## src/design/mlr_pkg.sv

```systemverilog
// ----------------------------------------------------------------------------
// mlr_pkg
// Shared types and constants for the midpoint line rasterizer.
// ----------------------------------------------------------------------------
package mlr_pkg;

    localparam int COORD_BITS_DEF = 12;

    typedef enum logic {
        ACT_LOAD = 1'b0,
        ACT_STEP = 1'b1
    } t_action;

    typedef enum logic [2:0] {
        ZONE_0 = 3'd0,
        ZONE_1 = 3'd1,
        ZONE_2 = 3'd2,
        ZONE_3 = 3'd3,
        ZONE_4 = 3'd4,
        ZONE_5 = 3'd5,
        ZONE_6 = 3'd6,
        ZONE_7 = 3'd7
    } t_zone;

endpackage

```

## src/design/midpoint_line_rasterizer_top.sv

```systemverilog
// ----------------------------------------------------------------------------
// midpoint_line_rasterizer_top - eight-zone midpoint line rasterizer
// A step request's pixel is registered in main, or in skid if main is stalled.
// One request per cycle while the skid is empty; step: add, compare, zone map.
// A two-entry output stage (main + skid) keeps o_s_tready a registered signal.
// Reset (sync, active low) drops the active line and empties the output stage.
// ----------------------------------------------------------------------------
module midpoint_line_rasterizer_top #(
    parameter  int COORD_BITS  = mlr_pkg::COORD_BITS_DEF,
    localparam int IN_TDATA_W  = ((4 * COORD_BITS + 7) / 8) * 8,
    localparam int OUT_TDATA_W = ((2 * COORD_BITS + 7) / 8) * 8
) (
    input  logic                   i_clk,
    input  logic                   i_rst_n,
    input  logic                   i_s_tvalid,
    output logic                   o_s_tready,
    // x_start, y_start, x_end, y_end
    input  logic [IN_TDATA_W-1:0]  i_s_tdata,
    // action
    input  logic                   i_s_tuser,
    output logic                   o_m_tvalid,
    input  logic                   i_m_tready,
    // pixel_x, pixel_y
    output logic [OUT_TDATA_W-1:0] o_m_tdata,
    // octant
    output logic [2:0]             o_m_tuser,
    // last_point
    output logic                   o_m_tlast
);

    localparam int N = COORD_BITS;
    localparam int W = N + 1;   // zone-0 walk coordinates
    localparam int E = N + 2;   // east increment
    localparam int D = N + 3;   // decision and north-east increment

    typedef struct packed {
        logic signed [N-1:0] x;
        logic signed [N-1:0] y;
        mlr_pkg::t_zone      zone;
        logic                last;
    } t_pix;

    function automatic logic [2*W-1:0] to_zone0(input mlr_pkg::t_zone z,
                                                input logic signed [W-1:0] x,
                                                input logic signed [W-1:0] y);
        logic signed [W-1:0] ox;
        logic signed [W-1:0] oy;
        case (z)
            mlr_pkg::ZONE_0: begin ox = x;  oy = y;  end
            mlr_pkg::ZONE_1: begin ox = y;  oy = x;  end
            mlr_pkg::ZONE_2: begin ox = y;  oy = -x; end
            mlr_pkg::ZONE_3: begin ox = -x; oy = y;  end
            mlr_pkg::ZONE_4: begin ox = -x; oy = -y; end
            mlr_pkg::ZONE_5: begin ox = -y; oy = -x; end
            mlr_pkg::ZONE_6: begin ox = -y; oy = x;  end
            default:         begin ox = x;  oy = -y; end
        endcase
        return {oy, ox};
    endfunction

    function automatic logic [2*W-1:0] from_zone0(input mlr_pkg::t_zone z,
                                                  input logic signed [W-1:0] x,
                                                  input logic signed [W-1:0] y);
        logic signed [W-1:0] ox;
        logic signed [W-1:0] oy;
        case (z)
            mlr_pkg::ZONE_0: begin ox = x;  oy = y;  end
            mlr_pkg::ZONE_1: begin ox = y;  oy = x;  end
            mlr_pkg::ZONE_2: begin ox = -y; oy = x;  end
            mlr_pkg::ZONE_3: begin ox = -x; oy = y;  end
            mlr_pkg::ZONE_4: begin ox = -x; oy = -y; end
            mlr_pkg::ZONE_5: begin ox = -y; oy = -x; end
            mlr_pkg::ZONE_6: begin ox = y;  oy = -x; end
            default:         begin ox = x;  oy = -y; end
        endcase
        return {oy, ox};
    endfunction

    // line state
    mlr_pkg::t_zone      r_zone,       n_zone;
    logic signed [W-1:0] r_walk_x,     n_walk_x;
    logic signed [W-1:0] r_walk_y,     n_walk_y;
    logic signed [W-1:0] r_stop_x,     n_stop_x;
    logic signed [D-1:0] r_decision,   n_decision;
    logic signed [E-1:0] r_east,       n_east;
    logic signed [D-1:0] r_ne,         n_ne;
    logic                r_active,     n_active;
    logic                r_start_sent, n_start_sent;

    // output stage
    logic r_main_valid;
    logic r_skid_valid;
    t_pix r_main;
    t_pix r_skid;

    logic                accept;
    logic                produce;
    logic                take;
    t_pix                pix;

    // load path
    logic signed [W-1:0] x1, y1, x2, y2;
    logic signed [W-1:0] dx, dy;
    logic        [W-1:0] ax, ay, dxp, dyp;
    logic                x_major;
    mlr_pkg::t_zone      ld_zone;
    logic        [2*W-1:0] start_map;
    logic        [2*W-1:0] end_map;
    logic signed [D-1:0] dxp_d, dyp_d;
    logic signed [D-1:0] east_d;

    // step path
    logic                adv;
    logic                go_east;
    logic        [2*W-1:0] out_map;

    assign take       = r_main_valid && i_m_tready;
    assign o_s_tready = !r_skid_valid;
    assign accept     = i_s_tvalid && o_s_tready;
    assign produce    = accept && (i_s_tuser == mlr_pkg::ACT_STEP) && r_active;

    always_comb begin
        x1 = $signed({i_s_tdata[N-1],   i_s_tdata[N-1:0]});
        y1 = $signed({i_s_tdata[2*N-1], i_s_tdata[2*N-1:N]});
        x2 = $signed({i_s_tdata[3*N-1], i_s_tdata[3*N-1:2*N]});
        y2 = $signed({i_s_tdata[4*N-1], i_s_tdata[4*N-1:3*N]});
        dx = x2 - x1;
        dy = y2 - y1;
        ax = dx[W-1] ? W'(-dx) : W'(dx);
        ay = dy[W-1] ? W'(-dy) : W'(dy);
        x_major = ax > ay;
        if (!dx[W-1] && !dy[W-1]) begin
            ld_zone = x_major ? mlr_pkg::ZONE_0 : mlr_pkg::ZONE_1;
        end else if (!dx[W-1]) begin
            ld_zone = x_major ? mlr_pkg::ZONE_7 : mlr_pkg::ZONE_6;
        end else if (dy[W-1]) begin
            ld_zone = x_major ? mlr_pkg::ZONE_4 : mlr_pkg::ZONE_5;
        end else begin
            ld_zone = x_major ? mlr_pkg::ZONE_3 : mlr_pkg::ZONE_2;
        end
        // zone-0 deltas are the major and minor magnitudes
        dxp    = x_major ? ax : ay;
        dyp    = x_major ? ay : ax;
        dxp_d  = $signed({2'b00, dxp});
        dyp_d  = $signed({2'b00, dyp});
        east_d = dyp_d <<< 1;
        start_map = to_zone0(ld_zone, x1, y1);
        end_map   = to_zone0(ld_zone, x2, y2);
    end

    always_comb begin
        adv     = r_start_sent && (r_walk_x < r_stop_x);
        go_east = r_decision[D-1];

        n_zone       = r_zone;
        n_walk_x     = r_walk_x;
        n_walk_y     = r_walk_y;
        n_stop_x     = r_stop_x;
        n_decision   = r_decision;
        n_east       = r_east;
        n_ne         = r_ne;
        n_active     = r_active;
        n_start_sent = r_start_sent;

        if (adv) begin
            n_walk_x = r_walk_x + W'(1);
            if (go_east) begin
                n_decision = r_decision + $signed({r_east[E-1], r_east});
            end else begin
                n_walk_y   = r_walk_y + W'(1);
                n_decision = r_decision + r_ne;
            end
        end

        out_map  = from_zone0(r_zone, n_walk_x, n_walk_y);
        pix.x    = out_map[N-1:0];
        pix.y    = out_map[W+N-1:W];
        pix.zone = r_zone;
        pix.last = n_walk_x >= r_stop_x;

        if (accept && (i_s_tuser == mlr_pkg::ACT_LOAD)) begin
            n_zone       = ld_zone;
            n_walk_x     = start_map[W-1:0];
            n_walk_y     = start_map[2*W-1:W];
            n_stop_x     = end_map[W-1:0];
            n_decision   = east_d - dxp_d;
            n_east       = east_d[E-1:0];
            n_ne         = (dyp_d - dxp_d) <<< 1;
            n_active     = 1'b1;
            n_start_sent = 1'b0;
        end else if (produce) begin
            n_active     = !pix.last;
            n_start_sent = 1'b1;
        end else begin
            n_walk_x   = r_walk_x;
            n_walk_y   = r_walk_y;
            n_decision = r_decision;
        end
    end

    always_ff @(posedge i_clk) begin
        r_zone     <= n_zone;
        r_walk_x   <= n_walk_x;
        r_walk_y   <= n_walk_y;
        r_stop_x   <= n_stop_x;
        r_decision <= n_decision;
        r_east     <= n_east;
        r_ne       <= n_ne;
        if (!i_rst_n) begin
            r_active     <= 1'b0;
            r_start_sent <= 1'b0;
        end else begin
            r_active     <= n_active;
            r_start_sent <= n_start_sent;
        end
    end

    always_ff @(posedge i_clk) begin
        if (!i_rst_n) begin
            r_main_valid <= 1'b0;
            r_skid_valid <= 1'b0;
        end else if (r_skid_valid) begin
            if (take) begin
                r_main       <= r_skid;
                r_skid_valid <= 1'b0;
            end
        end else if (produce) begin
            if (!r_main_valid || take) begin
                r_main       <= pix;
                r_main_valid <= 1'b1;
            end else begin
                r_skid       <= pix;
                r_skid_valid <= 1'b1;
            end
        end else if (take) begin
            r_main_valid <= 1'b0;
        end
    end

    always_comb begin
        o_m_tdata          = '0;
        o_m_tdata[N-1:0]   = r_main.x;
        o_m_tdata[2*N-1:N] = r_main.y;
    end

    assign o_m_tvalid = r_main_valid;
    assign o_m_tuser  = r_main.zone;
    assign o_m_tlast  = r_main.last;

endmodule

```

## config.mk

```make
export PLATFORM = sky130hd
export DESIGN_NAME = midpoint_line_rasterizer_top
export DESIGN_NICKNAME = d
export VERILOG_FILES = /design/src/design/mlr_pkg.sv /design/src/design/midpoint_line_rasterizer_top.sv
export SDC_FILE = /design/constraint.sdc
export NUM_CORES = 1
export LEC_CHECK = 0
export BUFFER_PORTS_ARGS = -buffer_cell sky130_fd_sc_hd__buf_2
export CORE_MARGIN = 1.5
export CORE_UTILIZATION = 65
export CTS_BUF_LIST = sky130_fd_sc_hd__clkbuf_16
export CTS_CLUSTER_SIZE = 12
export DETAILED_ROUTE_END_ITERATION = 8
export PLACE_DENSITY = 0.84
export SETUP_SLACK_MARGIN = 0.5
export SYNTH_ARGS = -nofsm -noshare
export SYNTH_HDL_FRONTEND = slang
export SYNTH_SLANG_ARGS = --single-unit
```

## constraint.sdc

```tcl
create_clock -name i_clk -period 12.55 [get_ports i_clk]
set_input_delay 2.51 -clock i_clk [delete_from_list [all_inputs] [get_ports i_clk]]
set_output_delay 2.51 -clock i_clk [all_outputs]
set_load 0.1 [all_outputs]
```

==> impl_metrics.py, run 1 <==
metrics = {
    "critical_path": {
        "path_cells": "buf_2, inv_1, ha_1, fa_1, nand2b_1, a21o_1, a211oi_4, nor2_1, xnor2_1, o41ai_4, xnor2_1, inv_1, ha_1, nand4_1, a311oi_1, o21ai_2, xnor2_2, inv_2, xnor2_2, buf_4, o221ai_4, o21ai_0, a221oi_1, a21oi_1",
        "path_max_fanout": 50,
        "crit_slowest_cell": "o221ai_4",
        "worst_setup_path_end_kind": "register",
        "slowest_delay_ns": 0.93,
        "crit_arrival_ns": 10.16,
        "startpoint_type": "input port",
        "path_class": "input port to register",
        "worst_ep_required_time_ns": 12.70,
        "r2r_cells": 19,
    },
    "die": {
        "die_x_um": 154,
        "start_util_pct": 66.0,
        "num_rows": 55,
        "coreArea_mm2": 0.0226,
        "die_area_mm2": 0.0238,
        "die_h_um": 154,
        "pin_count": 83,
    },
    "clock_tree": {
        "clkLatencyLatePin_ns": 0.44,
        "cts_sinks": 142,
        "tritoncts": "done",
        "cts_buffers": 17,
        "cts_root_buffer": "clkbuf_16",
        "hold_buffers": 0,
        "cts_setup_buffers": 0,
        "htree_levels": 4,
        "cts_resized": 0,
        "clk_pin_slew_ns": 0.07,
        "clockBufferDepth": 2,
    },
    "finish": {
        "nFillCells": 1773,
        "drive_above_1_share_pct": 12.2,
        "syn2layout_area_growth_pct": 8.11,
        "fin_util_pct": 71.3,
        "final_nets": 1984,
    },
    "yosys": {
        "syn_area_per_cell_um2": 8.30,
        "synthArstFlopShare_pct": 0,
        "ys_top_cells_by_area": "edfxtp_1, ha_1, xnor2_1",
        "synth_edf_count": 138,
        "synth.top_cells.by_count": "nor2_1, nand2_1, edfxtp_1",
        "synth_top_flop_cell": "edfxtp_1",
        "synth_cell_types": 96,
        "yosysTopAreaCellShare_pct": 27.8,
        "syn_inst": 1795,
        "synth_warnings": 0,
        "ys_ff_latch": 142,
        "seq_area_frac_synth_pct": 28.4,
        "synth_top_cell_by_area": "edfxtp_1",
        "yosysMostFrequentCell": "nor2_1",
        "synth_fp_nets": 1952,
        "syn_area_mm2": 0.0149,
    },
    "timing": {
        "min_period_ns": 10.02,
        "grt_setup_unrepaired": "no",
        "finalHoldViolations": 0,
        "fin_tns_setup_ns": 0,
        "finalCritPeriodShare_pct": 79.8,
        "drv_slew": 0,
        "skew_ns": 0.0165,
        "maxSlewHeadroom_pct": 16.0,
        "max_freq_mhz": 99.8,
        "max_slew.worst_pin.slew_ns": 1.23,
        "finalSetupViolCount": 0,
    },
    "grt": {
        "grt_pass1_wl_mm": 71.9,
        "grt_pass1_vias": 13612,
        "overflow": 0,
        "grt_max_degree": 78,
        "grt_util_all_layers_pct": 37.8,
        "antenna_found_initial": 2,
    },
    "route": {
        "via_per_inst": 6.86,
        "vias": 14579,
        "ant_nets": 0,
        "avgRoutedWirePerCell_um": 21.1,
        "drtIter0Drc": 1958,
        "firstDrtPassIters": 6,
        "drc": 0,
        "drt-total-wl_mm": 44.8,
    },
    "placement": {
        "routabilityCongestion": 0.985,
        "io_buffers": 82,
        "hpwl_mm": 33.5,
    },
    "power_and_ir_drop": {
        "p_sw_share_pct": 48.7,
        "power.density_mw_per_mm2": 235,
        "power_frac_clock_pct": 14.0,
        "p_sw_mw": 1.84,
        "p_leak_nw": 6.26,
        "p_int_mw": 1.94,
        "comb_power_share_pct": 66.3,
        "irDropWorstVdd_uv": 239,
        "seqPwrFrac_pct": 19.6,
    },
    "min_path": {
        "min_path_type": "register to register",
        "holdPathStages": 2,
    },
    "flow_run": {
        "maxCapViolCount": 0,
    },
    "run_status": {
        "outcome": "complete, no violations",
    },
}
==> power groups by stage <==
stage               logic (mW)  clock network (mW)  registers, mW
floorplan                 1.87                   0          0.739
CTS                       2.44               0.530          0.741
detailed placement        2.42                   0          0.751
global placement          2.35                   0          0.747
finish                    2.51               0.529          0.742
global route              2.75               0.547          0.750
==> worst paths after layout <==
| path | start | end | slack, ns |
|---|---|---|---|
| worst max-delay path | i_s_tdata[36] | r_walk_x[4]$_DFFE_PP_ | 2.53 |
| worst min-delay path | o_m_tvalid$_SDFFE_PN0P_ | o_m_tvalid$_SDFFE_PN0P_ | 0.53 |
| worst max register to register | r_walk_x[2]$_DFFE_PP_ | o_m_tlast$_DFFE_PP_ | 7.13 |
| worst min register to register | o_m_tvalid$_SDFFE_PN0P_ | o_m_tvalid$_SDFFE_PN0P_ | 0.53 |
==> state kept, by name, summed over array words and instances, names as in the netlist, 3 cells and up <==
register / cells
o_m_tdata: 24
o_m_tuser: 3
r_decision: 14
r_east: 13
r_ne: 14
r_skid: 28
r_stop_x: 13
r_walk_x: 13
r_walk_y: 12
r_zone: 3
==> metal layers <==
metal,vias to the layer above,part of all wire (%),track usage [%]
li1,6814,-,-
met4,0,5.4,19.0
met5,-,0,0
met1,6728,40,48.0
met2,858,46,62.4
met3,179,8.8,6.36
==> through the flow <==
step / hold WS, ns / cells / setup WS [ns] / cell area [um2] / power, mW
CTS: 0.528 / 2125 / 2.87 / 16100 / 3.71
global route: 0.540 / 2125 / 2.07 / 16100 / 4.04
finish: 0.529 / 2126 / 2.53 / 16100 / 3.78
detailed placement: 0.516 / 2093 / 2.49 / 15500 / 3.17
global placement: 0.498 / 2093 / 2.80 / 15500 / 3.10
floorplan: 0.424 / 1795 / 3.24 / 14900 / 2.61
==> critical path, delay by kind of cell <==
| family | cells | cell delay (ns) |
|---|---|---|
| AOI/OAI and AO/OA | 9 | 3.17 |
| xor gates and xnor gates | 4 | 1.85 |
| buffers and inverters | 5 | 1.05 |
| adders and majority gates | 3 | 1.01 |
| and+or+nand+nor | 3 | 0.53 |
==> area by class of cell <==
cell class | instances | area (um2) | share of cell area, %
multi-input cells | 1451 | 9920 | 61.6
clock buffers | 17 | 425 | 2.64
repair buffers | 103 | 568 | 3.53
diodes | 1 | 2.50 | 0.0155
clock inverters | 15 | 179 | 1.11
inverters | 112 | 420 | 2.61
well taps | 285 | 357 | 2.21
flip-flops and latches | 142 | 4220 | 26.2
==> logic make-up (layout without fill, tap and decap cells) <==
logic type      count (synthesis)  after routing  synth area share, %
compound gates                579            579                 26.7
fa+ha+maj                     104            104                 8.94
flops                         142            142                 28.4
other cells                     0              1                    0
xor+xnor                      118            118                 7.13
mux                            55             55                 4.37
simple gates                  595            595                 19.3
buf+inv                       202            247                 5.26
==> placed cells by master, fill, tap and decap left out, drive strengths merged, types with 30 or more instances in the layout <==
master	instances
nor2	159
nand2	156
edfxtp	138
a21oi	132
o21ai	130
inv	115
buf	103
ha	100
xnor2	86
nor3	58
nand3	43
a211oi	39
or3	36
xor2	31
mux2	30
Note: power is estimated with default switching activity, not from simulation.
==> run 2: changes to the inputs <==
Settings changed: CORE_UTILIZATION 65 to 64, PLACE_DENSITY 0.84 to 0.83.
Clock period 12.55 ns to 9.9 ns, I/O delays scaled along.
==> run 2 against run 1 <==
Net effect:
- sequential share of layout area decreased by 0.079 points
- die area increased by 1.5%
- setup slack worse by 1.5 ns
- global-route usage down 0.71 points
- clock skew fell by 0.0010 ns
- via count rose by 0.47%
- clock-buffer cell count unchanged
- final cell count grew 0.24%
- largest power group unchanged
- highest routed layer unchanged
==> impl_metrics.py, run 2 (synthesized netlist as in run 1, its figures left out) <==
metrics = {
    "clock_tree": {
        "clkLatencyLatePin_ns": 0.43,
        "clk_pin_slew_ns": 0.06,
        "cts_root_buffer": "clkbuf_16",
        "clockBufferDepth": 2,
        "tritoncts": "done",
        "cts_buffers": 17,
        "htree_levels": 4,
        "cts_sinks": 142,
    },
    "grt": {
        "antenna_found_initial": 0,
        "grt_pass1_wl_mm": 70.9,
        "grt_pass1_vias": 13442,
        "grt_max_degree": 78,
        "grt_util_all_layers_pct": 37.0,
        "overflow": 0,
    },
    "die": {
        "pin_count": 83,
        "num_rows": 55,
        "die_area_mm2": 0.0242,
        "start_util_pct": 65.6,
        "die_h_um": 156,
        "die_x_um": 156,
        "coreArea_mm2": 0.0227,
    },
    "critical_path": {
        "worst_ep_required_time_ns": 10.16,
        "ff2ff_setup_slack_ns": 4.48,
        "slowest_delay_ns": 0.58,
        "startpoint_type": "input port",
        "critPathMostFrequentCell": "a21oi_1",
        "crit_slowest_cell": "a311oi_1",
        "worst_setup_path_end_kind": "register",
        "cp_top_family": "compound AO/OA/AOI/OAI gates",
        "path_class": "input port to register",
        "path_max_fanout": 22,
        "crit_arrival_ns": 9.17,
        "path_buf_inv": 5,
    },
    "route": {
        "drt-total-wl_mm": 45.0,
        "avgRoutedWirePerCell_um": 21.1,
        "drc": 0,
        "firstDrtPassIters": 6,
        "via_per_inst": 6.87,
        "vias": 14647,
        "drtIter0Drc": 1639,
        "ant_nets": 0,
    },
    "power_and_ir_drop": {
        "power.density_mw_per_mm2": 299,
        "irDropWorstVdd_uv": 284,
        "p_leak_nw": 6.27,
    },
    "finish": {
        "final_nets": 1990,
        "layout_common_cells": "nor2_1, nand2_1, edfxtp_1",
        "regMostFlops": "r_skid",
        "drive_above_1_share_pct": 12.5,
        "final_cell_area_mm2": 0.0161,
        "layout.cells.non_filler": 2131,
        "syn2layout_area_growth_pct": 8.44,
        "fin_util_pct": 71.1,
        "largest_reg_flops": 28,
        "antennaDiodeCount": 0,
        "nFillCells": 1806,
        "final_common_cell": "nor2_1",
    },
    "timing": {
        "max_freq_mhz": 112,
        "finalCritPeriodShare_pct": 90.0,
        "grt_setup_unrepaired": "no",
        "min_period_ns": 8.91,
        "max_slew.worst_pin.slew_ns": 0.999,
        "fin_tns_setup_ns": 0,
        "drv_slew": 0,
        "maxSlewHeadroom_pct": 33.3,
        "skew_ns": 0.0155,
        "finalHoldViolations": 0,
        "finalSetupViolCount": 0,
    },
    "min_path": {
        "min_path_type": "register to register",
    },
    "placement": {
        "hpwl_mm": 33.7,
        "place_inst": 2099,
        "io_buffers": 82,
        "routabilityCongestion": 1.03,
        "place_area_mm2": 0.0155,
    },
    "flow_run": {
        "maxCapViolCount": 0,
    },
    "run_status": {
        "outcome": "complete, no violations",
    },
}
==> run 2: cell count changes in the layout (fill, tap and decap cells not counted) <==
cell,previous run,this run
buf_4,21,27
clkinvlp_4,0,3
a211oi_1,35,34
a211oi_2,3,4
clkinv_4,2,1
diode_2,1,0
inv_6,4,3
inv_8,4,3
o21ai_2,3,2
o21ai_4,0,1
==> run 2: repair_timing <==
action | 4_1_cts | 5_1_grt
setup buffers | 0 | 0
endpoints found under the hold margin | 0 | 0
setup endpoints to repair | 0 | 4
hold buffers | 0 | 0
gates resized for setup | 0 | 2
==> run 2: where the power goes <==
group / leakage (nW) / total (mW) / switching [mW] / internal, mW
combinational: 4.68 / 3.24 / 2.00 / 1.24
clock: 0.281 / 0.649 / 0.308 / 0.340
sequential: 1.31 / 0.942 / 0.0579 / 0.885
==> run 2: per-layer routing <==
metal  track usage [%]  up-vias  wire length, um
met1              47.5     6786            17700
met2              60.5      842            20700
li1                  -     6844                -
met3              6.17      175             4210
met5                 0        -                0
met4              19.0        0             2340
==> run 2: area by class of cell <==
| cell class | instances | area (um2) | area share, % |
|---|---|---|---|
| Multi-Input combinational cell | 1451 | 9940 | 61.5 |
| Sequential cell | 142 | 4220 | 26.2 |
| Timing Repair Buffer | 109 | 613 | 3.80 |
| Clock buffer | 17 | 425 | 2.63 |
| Inverter | 112 | 420 | 2.60 |
| Tap cell | 285 | 357 | 2.21 |
| Clock inverter | 15 | 173 | 1.07 |
==> run 2: metrics by stage <==
stage               total power, mW  setup WS, ns  hold WS (ns)
detailed placement             4.07         0.590         0.509
global placement               3.97         0.893         0.501
global route                   5.15         0.440         0.553
CTS                            4.74         0.974         0.525
finish                         4.83         0.991         0.522
floorplan                      3.31          1.12         0.424
==> run 2: path summary, 6_finish.rpt <==
kind | end | cells after the start | start
worst max-delay path | r_decision[14]$_DFFE_PP_ | 29 | i_s_tdata[16]
worst min-delay path | o_m_tdata[4]$_DFFE_PP_ | 2 | r_skid[20]$_DFFE_PP_
worst max register to register | o_m_tlast$_DFFE_PP_ | 17 | r_walk_x[7]$_DFFE_PP_
worst min register to register | o_m_tdata[4]$_DFFE_PP_ | 2 | r_skid[20]$_DFFE_PP_
==> run 2: worst reg2reg max path, cell delays in order (launching register included) <==
cell	delay [ns]
edfxtp_1	0.51
ha_1	0.37
a21oi_1	0.17
a21oi_1	0.11
o21ba_2	0.24
a211oi_1	0.79
nand2_1	0.20
xnor2_1	0.74
ha_1	0.38
nor2b_1	0.13
o21ai_0	0.14
nand2b_1	0.07
a21oi_1	0.13
nor2b_1	0.06
o31ai_1	0.22
nand3b_1	0.10
mux2i_1	0.58
o21ai_0	0.19
